$ cat src/design/pcp_pkg.sv
// ----------------------------------------------------------------------------
// pcp_pkg
// shared types, register codes and fixed-point constants of the position
// controller
// ----------------------------------------------------------------------------
package pcp_pkg;

   // encoder counter width, count/period/zero are masked to it
   localparam int COUNT_WIDTH = 16;
   localparam logic [15:0] COUNT_MASK =
      (COUNT_WIDTH >= 16) ? 16'hFFFF : 16'((32'd1 << COUNT_WIDTH) - 32'd1);

   // register indexes
   localparam logic [2:0] CSR_STORE_ANGLE    = 3'd0;
   localparam logic [2:0] CSR_RELEASE_OFFSET = 3'd1;
   localparam logic [2:0] CSR_INIT_OFFSET    = 3'd2;
   localparam logic [2:0] CSR_DRIVE_LIMIT    = 3'd3;
   localparam logic [2:0] CSR_ENCODER_PERIOD = 3'd4;
   localparam logic [2:0] CSR_ENCODER_ZERO   = 3'd5;
   localparam logic [2:0] CSR_PWM_TOP        = 3'd6;

   // modes
   localparam logic [1:0] CMD_STORE   = 2'd0;
   localparam logic [1:0] CMD_TRIGGER = 2'd1;
   localparam logic [1:0] CMD_INIT    = 2'd2;
   localparam logic [1:0] CMD_ZERO    = 2'd3;

   // counts to Q.4 degrees: round(pos*16000/97064) = floor((4000*pos+12133)/24266)
   localparam logic [11:0] DEG_GAIN = 12'd4000;
   localparam logic [14:0] DEG_DIV  = 15'd24266;
   localparam logic [13:0] DEG_HALF = 14'd12133;
   localparam longint unsigned DegRecipWide = ((64'd4000 << 32) + 64'd24265) / 64'd24266;
   localparam logic [29:0] DEG_RECIP = 30'(DegRecipWide);

   // remainder by 360 through a reciprocal, exact for 17-bit operands
   localparam logic [8:0]  MOD_BASE = 9'd360;
   localparam longint unsigned ModRecipWide = ((64'd1 << 26) + 64'd359) / 64'd360;
   localparam logic [17:0] MOD_RECIP = 18'(ModRecipWide);

   // degrees Q.4 to radians Q2.14: err*K/2^22
   localparam logic [26:0] RAD_K    = 27'd74961321;
   localparam logic [47:0] RAD_HALF = 48'd2097152;

   localparam logic signed [21:0] ERR_CLAMP = 22'sd1048576;
   localparam logic [14:0]        ONE_Q14   = 15'd16384;

   typedef struct packed {
      logic signed [19:0] store_angle;
      logic signed [19:0] release_offset;
      logic signed [19:0] init_offset;
      logic [14:0]        drive_limit;
      logic [15:0]        encoder_period;
      logic [15:0]        encoder_zero;
      logic [15:0]        pwm_top;
   } pcp_cfg_type;

   // angle error leaving the position stages
   typedef struct packed {
      logic               valid;
      logic [1:0]         cmd;
      logic signed [21:0] err;
   } pcp_err_type;

   // wrapped and clamped error entering the drive stages
   typedef struct packed {
      logic               valid;
      logic signed [21:0] err;
   } pcp_ctl_type;

endpackage

$ cat src/design/position_p_controller_pwm_unit.sv
// ----------------------------------------------------------------------------
// position_p_controller_pwm_unit
// proportional position controller producing the two h-bridge compare values
// ----------------------------------------------------------------------------
// usage:
//   a control tick is issued by raising start with req_cmd and
//   req_encoder_count; it is taken at every rising edge where start is high
//   and busy is low. busy stays low, so one tick can be issued every cycle.
//   each tick yields one word on rsp_compare_a / rsp_compare_b, in issue
//   order: rsp_strobe rises for a single cycle once the tick has passed
//   all register stages, and the word is valid while it is high. the
//   thirteen register stages are five in pcp_angle, four in pcp_wrap and
//   four in pcp_drive; each multiply, the two reciprocal multiplies among
//   them, is followed by its own register.
//   the result side has no back-pressure: words must be taken when strobed.
//   registers are written through csr_we / csr_index / csr_wdata, one per
//   cycle with no wait; write them only with no tick in flight.
//   reset clears the pipeline valid bits and loads the register defaults
//   (zero angles, drive limit 1.0, full encoder period, pwm top 65535).
// ----------------------------------------------------------------------------
module position_p_controller_pwm_unit (
   input  logic        clock,
   input  logic        reset,
   input  logic        start,
   output logic        busy,
   input  logic [1:0]  req_cmd,
   input  logic [15:0] req_encoder_count,
   output logic        rsp_strobe,
   output logic [15:0] rsp_compare_a,
   output logic [15:0] rsp_compare_b,
   input  logic        csr_we,
   input  logic [2:0]  csr_index,
   input  logic [19:0] csr_wdata
);
   import pcp_pkg::*;

   pcp_cfg_type cfg;
   pcp_err_type err_word;
   pcp_ctl_type ctl_word;
   logic        accept;

   // fully pipelined, never refuses a tick
   assign busy   = 1'b0;
   assign accept = start & ~busy;

   pcp_csr u_csr (
      .clock     (clock),
      .reset     (reset),
      .csr_we    (csr_we),
      .csr_index (csr_index),
      .csr_wdata (csr_wdata),
      .cfg       (cfg)
   );

   pcp_angle u_angle (
      .clock             (clock),
      .reset             (reset),
      .in_valid          (accept),
      .req_cmd           (req_cmd),
      .req_encoder_count (req_encoder_count),
      .cfg               (cfg),
      .err_out           (err_word)
   );

   pcp_wrap u_wrap (
      .clock   (clock),
      .reset   (reset),
      .err_in  (err_word),
      .ctl_out (ctl_word)
   );

   pcp_drive u_drive (
      .clock         (clock),
      .reset         (reset),
      .ctl_in        (ctl_word),
      .cfg           (cfg),
      .rsp_strobe    (rsp_strobe),
      .rsp_compare_a (rsp_compare_a),
      .rsp_compare_b (rsp_compare_b)
   );

endmodule

$ cat src/design/pcp_csr.sv
// ----------------------------------------------------------------------------
// pcp_csr
// configuration register file, written through a plain write port
// ----------------------------------------------------------------------------
module pcp_csr (
   input  logic               clock,
   input  logic               reset,
   input  logic               csr_we,
   input  logic [2:0]         csr_index,
   input  logic [19:0]        csr_wdata,
   output pcp_pkg::pcp_cfg_type cfg
);
   import pcp_pkg::*;

   pcp_cfg_type cfg_ff, cfg_in;

   always_comb begin
      cfg_in = cfg_ff;
      if (csr_we) begin
         unique case (csr_index)
            CSR_STORE_ANGLE:    cfg_in.store_angle    = $signed(csr_wdata);
            CSR_RELEASE_OFFSET: cfg_in.release_offset = $signed(csr_wdata);
            CSR_INIT_OFFSET:    cfg_in.init_offset    = $signed(csr_wdata);
            CSR_DRIVE_LIMIT:    cfg_in.drive_limit    = csr_wdata[14:0];
            CSR_ENCODER_PERIOD: cfg_in.encoder_period = csr_wdata[15:0];
            CSR_ENCODER_ZERO:   cfg_in.encoder_zero   = csr_wdata[15:0];
            CSR_PWM_TOP:        cfg_in.pwm_top        = csr_wdata[15:0];
            default:            cfg_in = cfg_ff;
         endcase
      end
   end

   always_ff @(posedge clock) begin
      if (reset) begin
         cfg_ff.store_angle    <= '0;
         cfg_ff.release_offset <= '0;
         cfg_ff.init_offset    <= '0;
         cfg_ff.drive_limit    <= ONE_Q14;
         cfg_ff.encoder_period <= 16'hFFFF;
         cfg_ff.encoder_zero   <= '0;
         cfg_ff.pwm_top        <= 16'hFFFF;
      end else begin
         cfg_ff <= cfg_in;
      end
   end

   assign cfg = cfg_ff;

endmodule

$ cat src/design/pcp_angle.sv
// ----------------------------------------------------------------------------
// pcp_angle
// five stages: shaft position, scaling to Q.4 degrees, target selection and
// angle error
// ----------------------------------------------------------------------------
module pcp_angle (
   input  logic                 clock,
   input  logic                 reset,
   input  logic                 in_valid,
   input  logic [1:0]           req_cmd,
   input  logic [15:0]          req_encoder_count,
   input  pcp_pkg::pcp_cfg_type cfg,
   output pcp_pkg::pcp_err_type err_out
);
   import pcp_pkg::*;

   // stage 1: position and target
   logic [15:0]        count_m, period_m, zero_m;
   logic signed [17:0] pos_raw, period_s, s1_pos_in, s1_pos_ff;
   logic signed [21:0] store_s, release_s, init_s, s1_tgt_in, s1_tgt_ff;
   logic [1:0]         s1_cmd_ff;
   logic               s1_valid_ff;

   always_comb begin
      count_m   = req_encoder_count & COUNT_MASK;
      period_m  = cfg.encoder_period & COUNT_MASK;
      zero_m    = cfg.encoder_zero & COUNT_MASK;
      period_s  = $signed({2'b00, period_m});
      pos_raw   = $signed({2'b00, count_m}) + period_s - $signed({2'b00, zero_m});
      // single conditional wrap, position may stay out of range
      s1_pos_in = (pos_raw >= period_s) ? pos_raw - period_s : pos_raw;
      store_s   = $signed({{2{cfg.store_angle[19]}}, cfg.store_angle});
      release_s = $signed({{2{cfg.release_offset[19]}}, cfg.release_offset});
      init_s    = $signed({{2{cfg.init_offset[19]}}, cfg.init_offset});
      case (req_cmd)
         CMD_STORE:   s1_tgt_in = store_s;
         CMD_TRIGGER: s1_tgt_in = store_s + release_s;
         CMD_INIT:    s1_tgt_in = store_s + release_s + init_s;
         default:     s1_tgt_in = '0;
      endcase
   end

   // stage 2: magnitude times reciprocal gives the quotient estimate
   logic signed [17:0] pos_neg;
   logic [15:0]        s2_mag_in, s2_mag_ff;
   logic [45:0]        deg_prod;
   logic [13:0]        s2_q0_ff;
   logic               s2_neg_ff, s2_valid_ff;
   logic [1:0]         s2_cmd_ff;
   logic signed [21:0] s2_tgt_ff;

   always_comb begin
      pos_neg   = -s1_pos_ff;
      s2_mag_in = s1_pos_ff[17] ? pos_neg[15:0] : s1_pos_ff[15:0];
      deg_prod  = {30'd0, s2_mag_in} * {16'd0, DEG_RECIP};
   end

   // stage 3: back-multiply and rounding numerator
   logic [28:0]        s3_qd_in, s3_qd_ff;
   logic [27:0]        s3_num_in, s3_num_ff;
   logic [13:0]        s3_q0_ff;
   logic               s3_neg_ff, s3_valid_ff;
   logic [1:0]         s3_cmd_ff;
   logic signed [21:0] s3_tgt_ff;

   always_comb begin
      s3_qd_in  = {15'd0, s2_q0_ff} * {14'd0, DEG_DIV};
      s3_num_in = {12'd0, s2_mag_ff} * {16'd0, DEG_GAIN} + {14'd0, DEG_HALF};
   end

   // stage 4: estimate is low by at most one
   logic [28:0]        rem;
   logic [13:0]        s4_q_in, s4_q_ff;
   logic               s4_neg_ff, s4_valid_ff;
   logic [1:0]         s4_cmd_ff;
   logic signed [21:0] s4_tgt_ff;

   always_comb begin
      rem     = {1'b0, s3_num_ff} - s3_qd_ff;
      s4_q_in = s3_q0_ff + {13'd0, (rem >= {14'd0, DEG_DIV})};
   end

   // stage 5: signed angle and error
   logic signed [14:0] q_s, theta;
   logic signed [21:0] s5_err_in, s5_err_ff;
   logic [1:0]         s5_cmd_ff;
   logic               s5_valid_ff;

   always_comb begin
      q_s       = $signed({1'b0, s4_q_ff});
      theta     = s4_neg_ff ? -q_s : q_s;
      s5_err_in = s4_tgt_ff - $signed({{7{theta[14]}}, theta});
   end

   always_ff @(posedge clock) begin
      if (reset) begin
         s1_valid_ff <= 1'b0;
         s2_valid_ff <= 1'b0;
         s3_valid_ff <= 1'b0;
         s4_valid_ff <= 1'b0;
         s5_valid_ff <= 1'b0;
      end else begin
         s1_valid_ff <= in_valid;
         s2_valid_ff <= s1_valid_ff;
         s3_valid_ff <= s2_valid_ff;
         s4_valid_ff <= s3_valid_ff;
         s5_valid_ff <= s4_valid_ff;
      end
   end

   always_ff @(posedge clock) begin
      s1_pos_ff <= s1_pos_in;
      s1_tgt_ff <= s1_tgt_in;
      s1_cmd_ff <= req_cmd;

      s2_mag_ff <= s2_mag_in;
      s2_q0_ff  <= deg_prod[45:32];
      s2_neg_ff <= s1_pos_ff[17];
      s2_cmd_ff <= s1_cmd_ff;
      s2_tgt_ff <= s1_tgt_ff;

      s3_qd_ff  <= s3_qd_in;
      s3_num_ff <= s3_num_in;
      s3_q0_ff  <= s2_q0_ff;
      s3_neg_ff <= s2_neg_ff;
      s3_cmd_ff <= s2_cmd_ff;
      s3_tgt_ff <= s2_tgt_ff;

      s4_q_ff   <= s4_q_in;
      s4_neg_ff <= s3_neg_ff;
      s4_cmd_ff <= s3_cmd_ff;
      s4_tgt_ff <= s3_tgt_ff;

      s5_err_ff <= s5_err_in;
      s5_cmd_ff <= s4_cmd_ff;
   end

   assign err_out.valid = s5_valid_ff;
   assign err_out.cmd   = s5_cmd_ff;
   assign err_out.err   = s5_err_ff;

endmodule

$ cat src/design/pcp_wrap.sv
// ----------------------------------------------------------------------------
// pcp_wrap
// four stages: init-mode wrap of the error to whole degrees rem 360, and the
// wide clamp of the error
// ----------------------------------------------------------------------------
module pcp_wrap (
   input  logic                 clock,
   input  logic                 reset,
   input  pcp_pkg::pcp_err_type err_in,
   output pcp_pkg::pcp_ctl_type ctl_out
);
   import pcp_pkg::*;

   // stage 6: whole degrees, truncated toward zero on the magnitude
   logic signed [21:0] err_neg, abs_err;
   logic [16:0]        s6_deg_ff;
   logic               s6_neg_ff, s6_valid_ff;
   logic [1:0]         s6_cmd_ff;
   logic signed [21:0] s6_err_ff;

   always_comb begin
      err_neg = -err_in.err;
      abs_err = err_in.err[21] ? err_neg : err_in.err;
   end

   // stage 7: quotient by 360
   logic [34:0]        mod_prod;
   logic [8:0]         s7_q_ff;
   logic [16:0]        s7_deg_ff;
   logic               s7_neg_ff, s7_valid_ff;
   logic [1:0]         s7_cmd_ff;
   logic signed [21:0] s7_err_ff;

   assign mod_prod = {18'd0, s6_deg_ff} * {17'd0, MOD_RECIP};

   // stage 8: remainder
   logic [16:0]        rem_full;
   logic [8:0]         s8_rem_ff;
   logic               s8_neg_ff, s8_valid_ff;
   logic [1:0]         s8_cmd_ff;
   logic signed [21:0] s8_err_ff;

   assign rem_full = s7_deg_ff - {8'd0, s7_q_ff} * {8'd0, MOD_BASE};

   // stage 9: remainder takes the sign of the error, else clamp
   logic signed [21:0] wrap_pos, s9_err_in, s9_err_ff;
   logic               s9_valid_ff;

   always_comb begin
      wrap_pos = $signed({9'd0, s8_rem_ff, 4'd0});
      if (s8_cmd_ff == CMD_INIT) begin
         s9_err_in = s8_neg_ff ? -wrap_pos : wrap_pos;
      end else if (s8_err_ff > ERR_CLAMP) begin
         s9_err_in = ERR_CLAMP;
      end else if (s8_err_ff < -ERR_CLAMP) begin
         s9_err_in = -ERR_CLAMP;
      end else begin
         s9_err_in = s8_err_ff;
      end
   end

   always_ff @(posedge clock) begin
      if (reset) begin
         s6_valid_ff <= 1'b0;
         s7_valid_ff <= 1'b0;
         s8_valid_ff <= 1'b0;
         s9_valid_ff <= 1'b0;
      end else begin
         s6_valid_ff <= err_in.valid;
         s7_valid_ff <= s6_valid_ff;
         s8_valid_ff <= s7_valid_ff;
         s9_valid_ff <= s8_valid_ff;
      end
   end

   always_ff @(posedge clock) begin
      s6_deg_ff <= abs_err[20:4];
      s6_neg_ff <= err_in.err[21];
      s6_cmd_ff <= err_in.cmd;
      s6_err_ff <= err_in.err;

      s7_q_ff   <= mod_prod[34:26];
      s7_deg_ff <= s6_deg_ff;
      s7_neg_ff <= s6_neg_ff;
      s7_cmd_ff <= s6_cmd_ff;
      s7_err_ff <= s6_err_ff;

      s8_rem_ff <= rem_full[8:0];
      s8_neg_ff <= s7_neg_ff;
      s8_cmd_ff <= s7_cmd_ff;
      s8_err_ff <= s7_err_ff;

      s9_err_ff <= s9_err_in;
   end

   assign ctl_out.valid = s9_valid_ff;
   assign ctl_out.err   = s9_err_ff;

endmodule

$ cat src/design/pcp_drive.sv
// ----------------------------------------------------------------------------
// pcp_drive
// four stages: error to radians, limit, scaling to the PWM range and the two
// bridge compare values
// ----------------------------------------------------------------------------
module pcp_drive (
   input  logic                 clock,
   input  logic                 reset,
   input  pcp_pkg::pcp_ctl_type ctl_in,
   input  pcp_pkg::pcp_cfg_type cfg,
   output logic                 rsp_strobe,
   output logic [15:0]          rsp_compare_a,
   output logic [15:0]          rsp_compare_b
);
   import pcp_pkg::*;

   // stage 10: magnitude times degrees-to-radians gain
   logic signed [21:0] err_neg;
   logic [20:0]        err_mag;
   logic [47:0]        s10_prod_in, s10_prod_ff;
   logic               s10_neg_ff, s10_valid_ff;

   always_comb begin
      err_neg     = -ctl_in.err;
      err_mag     = ctl_in.err[21] ? err_neg[20:0] : ctl_in.err[20:0];
      s10_prod_in = {27'd0, err_mag} * {21'd0, RAD_K};
   end

   // stage 11: round half away from zero, then limit
   logic [47:0] rad_sum;
   logic [25:0] rad_mag;
   logic [14:0] lim, s11_rad_in, s11_rad_ff;
   logic        s11_neg_ff, s11_valid_ff;

   always_comb begin
      rad_sum    = s10_prod_ff + RAD_HALF;
      rad_mag    = rad_sum[47:22];
      lim        = (cfg.drive_limit > ONE_Q14) ? ONE_Q14 : cfg.drive_limit;
      s11_rad_in = (rad_mag > {11'd0, lim}) ? lim : rad_mag[14:0];
   end

   // stage 12: drive in timer counts
   logic [30:0] drv_prod;
   logic [15:0] s12_drive_ff;
   logic        s12_neg_ff, s12_nz_ff, s12_valid_ff;

   assign drv_prod = {15'd0, cfg.pwm_top} * {16'd0, s11_rad_ff};

   // stage 13: output word
   logic [15:0] comp_a_in, comp_b_in, comp_a_ff, comp_b_ff;
   logic [15:0] top_minus;
   logic        strobe_ff;

   always_comb begin
      top_minus = cfg.pwm_top - s12_drive_ff;
      comp_a_in = (s12_nz_ff && !s12_neg_ff) ? top_minus : cfg.pwm_top;
      comp_b_in = (s12_nz_ff && s12_neg_ff) ? top_minus : cfg.pwm_top;
   end

   always_ff @(posedge clock) begin
      if (reset) begin
         s10_valid_ff <= 1'b0;
         s11_valid_ff <= 1'b0;
         s12_valid_ff <= 1'b0;
         strobe_ff    <= 1'b0;
      end else begin
         s10_valid_ff <= ctl_in.valid;
         s11_valid_ff <= s10_valid_ff;
         s12_valid_ff <= s11_valid_ff;
         strobe_ff    <= s12_valid_ff;
      end
   end

   always_ff @(posedge clock) begin
      s10_prod_ff  <= s10_prod_in;
      s10_neg_ff   <= ctl_in.err[21];

      s11_rad_ff   <= s11_rad_in;
      s11_neg_ff   <= s10_neg_ff;

      s12_drive_ff <= drv_prod[29:14];
      s12_neg_ff   <= s11_neg_ff;
      s12_nz_ff    <= (s11_rad_ff != 15'd0);

      comp_a_ff    <= comp_a_in;
      comp_b_ff    <= comp_b_in;
   end

   assign rsp_strobe    = strobe_ff;
   assign rsp_compare_a = comp_a_ff;
   assign rsp_compare_b = comp_b_ff;

endmodule

$ cat config.mk
export PLATFORM = sky130hd
export DESIGN_NAME = position_p_controller_pwm_unit
export DESIGN_NICKNAME = d
export VERILOG_FILES = /design/src/design/pcp_pkg.sv /design/src/design/position_p_controller_pwm_unit.sv /design/src/design/pcp_csr.sv /design/src/design/pcp_angle.sv /design/src/design/pcp_wrap.sv /design/src/design/pcp_drive.sv
export SDC_FILE = /design/constraint.sdc
export NUM_CORES = 2
export LEC_CHECK = 0
export BUFFER_PORTS_ARGS = -buffer_cell sky130_fd_sc_hd__buf_2
export CAP_MARGIN = 20
export CORE_ASPECT_RATIO = 0.7
export CORE_UTILIZATION = 55
export CTS_BUF_LIST = sky130_fd_sc_hd__clkbuf_8
export CTS_CLUSTER_DIAMETER = 150
export DETAILED_ROUTE_END_ITERATION = 10
export PLACE_DENSITY = 0.76
export SYNTH_ARGS = -nofsm -noshare
export SYNTH_HDL_FRONTEND = slang
export SYNTH_SLANG_ARGS = --single-unit
$ cat constraint.sdc
create_clock -name clock -period 23.6 [get_ports clock]
set_input_delay 1.18 -clock clock [delete_from_list [all_inputs] [get_ports clock]]
set_output_delay 1.18 -clock clock [all_outputs]
set_load 0.005 [all_outputs]
==> impl_metrics.toml <==
[cts]
ctsHoldBuffers = 0
cts-resized-gates = 0
cts_max_level = 3
cts_buffers = 95
clock_path_buffers = 3
cts_tree = "built"
clock_latency_ps = 810
post-cts-setup-buffers = 0
clk_pin_slew_worst_paths_ps = 70
cts.sinks = 612
cts-root-buf = "clkbuf_8"

[logic_synthesis]
postSynthCellCount = 5997
yosysWarnings = 0
syn_area_um2 = 58500
syn_nets = 7738
synth_top_area_cell = "fa_1"
yosysTopAreaCellShare = 0.258
synth_flop_cell = "dfxtp_1"
synth-edff-count = 0
synthTopCellsByArea = "fa_1 26%, dfxtp_1 21%, ha_1 20%, inv_1 7.2%, xnor2_1 3.5%"
yosysSeqAreaShare = 0.210
ys_seq_elements = 612
async_flop_share = 0
synthDistinctLibCells = 74
synth_area_per_cell_um2 = 9.75

[hold_path]
hold_path_class = "flip-flop to flip-flop"
hp-start = "u_angle.s1_tgt_ff[3]"

[setup_path]
cp_num_buf_inv = 3
reg2reg_from = "u_angle.s1_pos_ff[0]"
crit_path_max_incr_delay_ps = 930
start_kind = "flip-flop"
path_delay_family = "adder cells"
crit_slowest_cell = "a2111oi_0"
path_max_fanout = 15
critical_path_class = "flip-flop to flip-flop"
arrival_ps = 10090
critical_path.most_common_cell = "fa_1"
cp_data_required_time_ps = 24230
cp-startpoint = "u_angle.s1_pos_ff[0]"
crit_chain = "or4_1 > o21ai_0 > nand2_1 > xnor2_1 > inv_1 > ha_1 > inv_1 > fa_1 > fa_1 > fa_1 > inv_1 > fa_1 > fa_1 > ha_1 > nand4_1 > o31ai_1 > o211ai_1 > a2111oi_0 > nor2_1 > a21oi_1 > and4_1 > a2111oi_0 > xnor2_1"
end_kind = "flip-flop"

[routing]
drcViolationCount = 0
antenna_left = 0
first_pass_iters = 6
wl_per_cell_um = 17.8
num_vias = 40700
wl_mm = 135
drt_iter0_markers = 2672
routed_via_density = 5.37

[cells_and_area]
instances_no_fill = 7574
area_growth_pct = 7.04
fin_nets = 7824
drive_gt1_frac = 0.0520

[global_route]
track_usage = 0.259
overflow = 0
antenna_found_initial = 9
met1_usage = 0.390
grt_max_degree = 73
gr-usage-met2 = 0.381
grt_pass1_vias = 41500
grt_pass1_wl_mm = 221
busiest_layer = "met1"
use_met3 = 0.0519

[timing]
report.final.slew_viol_count = 0
final.min_clock_period_ps = 9450
fin_skew_ps = 57.9
setup_viol = 0
setup_tns_ps = 0
max_freq_ghz = 0.106
slew_headroom = 0.203
holdWs_ps = 318
hold_viol_final = 0
rsz0062_at_grt = "no"
worst_slew_pin_slew_ps = 1190
post-route-period-util = 0.401

[floorplanning]
chipHeight_um = 275
ioPinCount = 79
die-area_um2 = 108000
dieWidth_um = 392
rows = 99
coreArea_um2 = 105000
floorplan.initialDensity = 0.558

[place]
globalplace.congestion = 0.949
port_buffers = 77
hpwl_mm = 110
placed_cells = 7397

[job]
maxCapViolCount = 0

[outcome]
status = "finished clean"
[path summary, 6_finish.rpt]
kind                                        endpoint  slack, ps  depth (start not counted)
worst min register to register  u_angle.s2_tgt_ff[3]        320                          0
worst max register to register  u_angle.s2_q0_ff[13]      14150                         23
worst max-delay path            u_angle.s2_q0_ff[13]      14150                         23
worst min-delay path            u_angle.s2_tgt_ff[3]        320                          0
[placed cells by master (no fill, tap or decap), types with 24 or more instances in the layout]
cell type / synthesis / final
nand4_1: 25 / 25
mux2i_1: 24 / 24
clkbuf_8: 0 / 114
nor2b_1: 73 / 73
xnor2_1: 235 / 235
nor2_1: 193 / 191
nand3_1: 67 / 67
buf_4: 1 / 24
a21oi_1: 260 / 260
fa_1: 755 / 755
a21o_1: 84 / 84
nand3b_1: 25 / 25
inv_1: 1128 / 1146
o21ai_0: 147 / 147
nor3_1: 50 / 48
nand2_1: 534 / 534
o31ai_1: 25 / 25
dfxtp_1: 612 / 612
and2_1: 108 / 108
and3_1: 32 / 32
a211oi_1: 25 / 24
buf_2: 2 / 77
nand2b_1: 49 / 49
ha_1: 941 / 941
mux2_2: 31 / 31
xor2_1: 114 / 114
o21a_1: 53 / 53
[kinds of logic after synthesis]
family	after synthesis	share of synthesized area
adder cells (fa/ha/maj)	1696	0.460
AND/OR/NAND/NOR	1249	0.102
buffers and inverters	1242	0.0798
AO/OA/AOI/OAI	791	0.0858
flip-flops	612	0.210
XOR/XNOR	349	0.0523
multiplexers	57	0.0105
other	1	0.0000641
[state kept, by name (all words and copies together), names as in the netlist, 16 cells and up]
register	cells
u_drive.s10_prod_ff	27
u_wrap.s6_err_ff	22
u_angle.s2_tgt_ff	22
u_csr.cfg	123
u_angle.s3_num_ff	23
u_wrap.s7_err_ff	22
u_angle.s5_err_ff	22
u_angle.s2_mag_ff	16
u_angle.s3_tgt_ff	22
u_drive.s12_drive_ff	16
u_angle.s4_tgt_ff	22
u_drive.rsp_compare_a	16
u_angle.s1_pos_ff	17
u_angle.s1_tgt_ff	22
u_drive.rsp_compare_b	16
u_wrap.s6_deg_ff	17
u_wrap.s8_err_ff	22
u_wrap.s9_err_ff	22
u_angle.s3_qd_ff	26
[synth_stat cells, types with 25 or more instances]
cell	n
nor2b_1	73
o21a_1	53
nand3b_1	25
nor3_1	50
dfxtp_1	612
nor2_1	193
o31ai_1	25
o21ai_0	147
fa_1	755
nand2b_1	49
and2_1	108
nand4_1	25
a21o_1	84
inv_1	1128
a211oi_1	25
xor2_1	114
mux2_2	31
xnor2_1	235
and3_1	32
ha_1	941
clkbuf_1	107
nand3_1	67
nand2_1	534
a21oi_1	260
[per-stage QoR]
step | utilization | cell area [um^2] | setup slack, ps
3_5_place_dp | 0.576 | 60400 | 14400
2_1_floorplan | - | 58500 | 15780
3_3_place_gp | 0.576 | 60400 | 14580
4_1_cts | 0.597 | 62600 | 14340
6_report | 0.597 | 62600 | 14150
5_1_grt | 0.597 | 62600 | 13720
[per-layer routing]
| layer | part of all wire | up-vias |
|---|---|---|
| li1 | - | 19500 |
| met1 | 0.49 | 19800 |
| met2 | 0.42 | 1207 |
| met3 | 0.074 | 168 |
| met4 | 0.018 | 2 |
| met5 | 0.00014 | - |
[final cells by class]
| class | instances | area (um^2) |
|---|---|---|
| fillers | 8786 | 42200 |
| multi-input cells | 4143 | 41600 |
| flip-flops and latches | 612 | 12300 |
| inverters | 1128 | 4230 |
| well taps | 1414 | 1770 |
| clock buffers | 114 | 1570 |
| repair buffers | 103 | 588 |
| clock inverters | 54 | 584 |
| diodes | 6 | 15.0 |
Power is left out: the tool's default activity adds up to more than one toggle a clock period on the data nets, which glitch-free logic cannot reach.
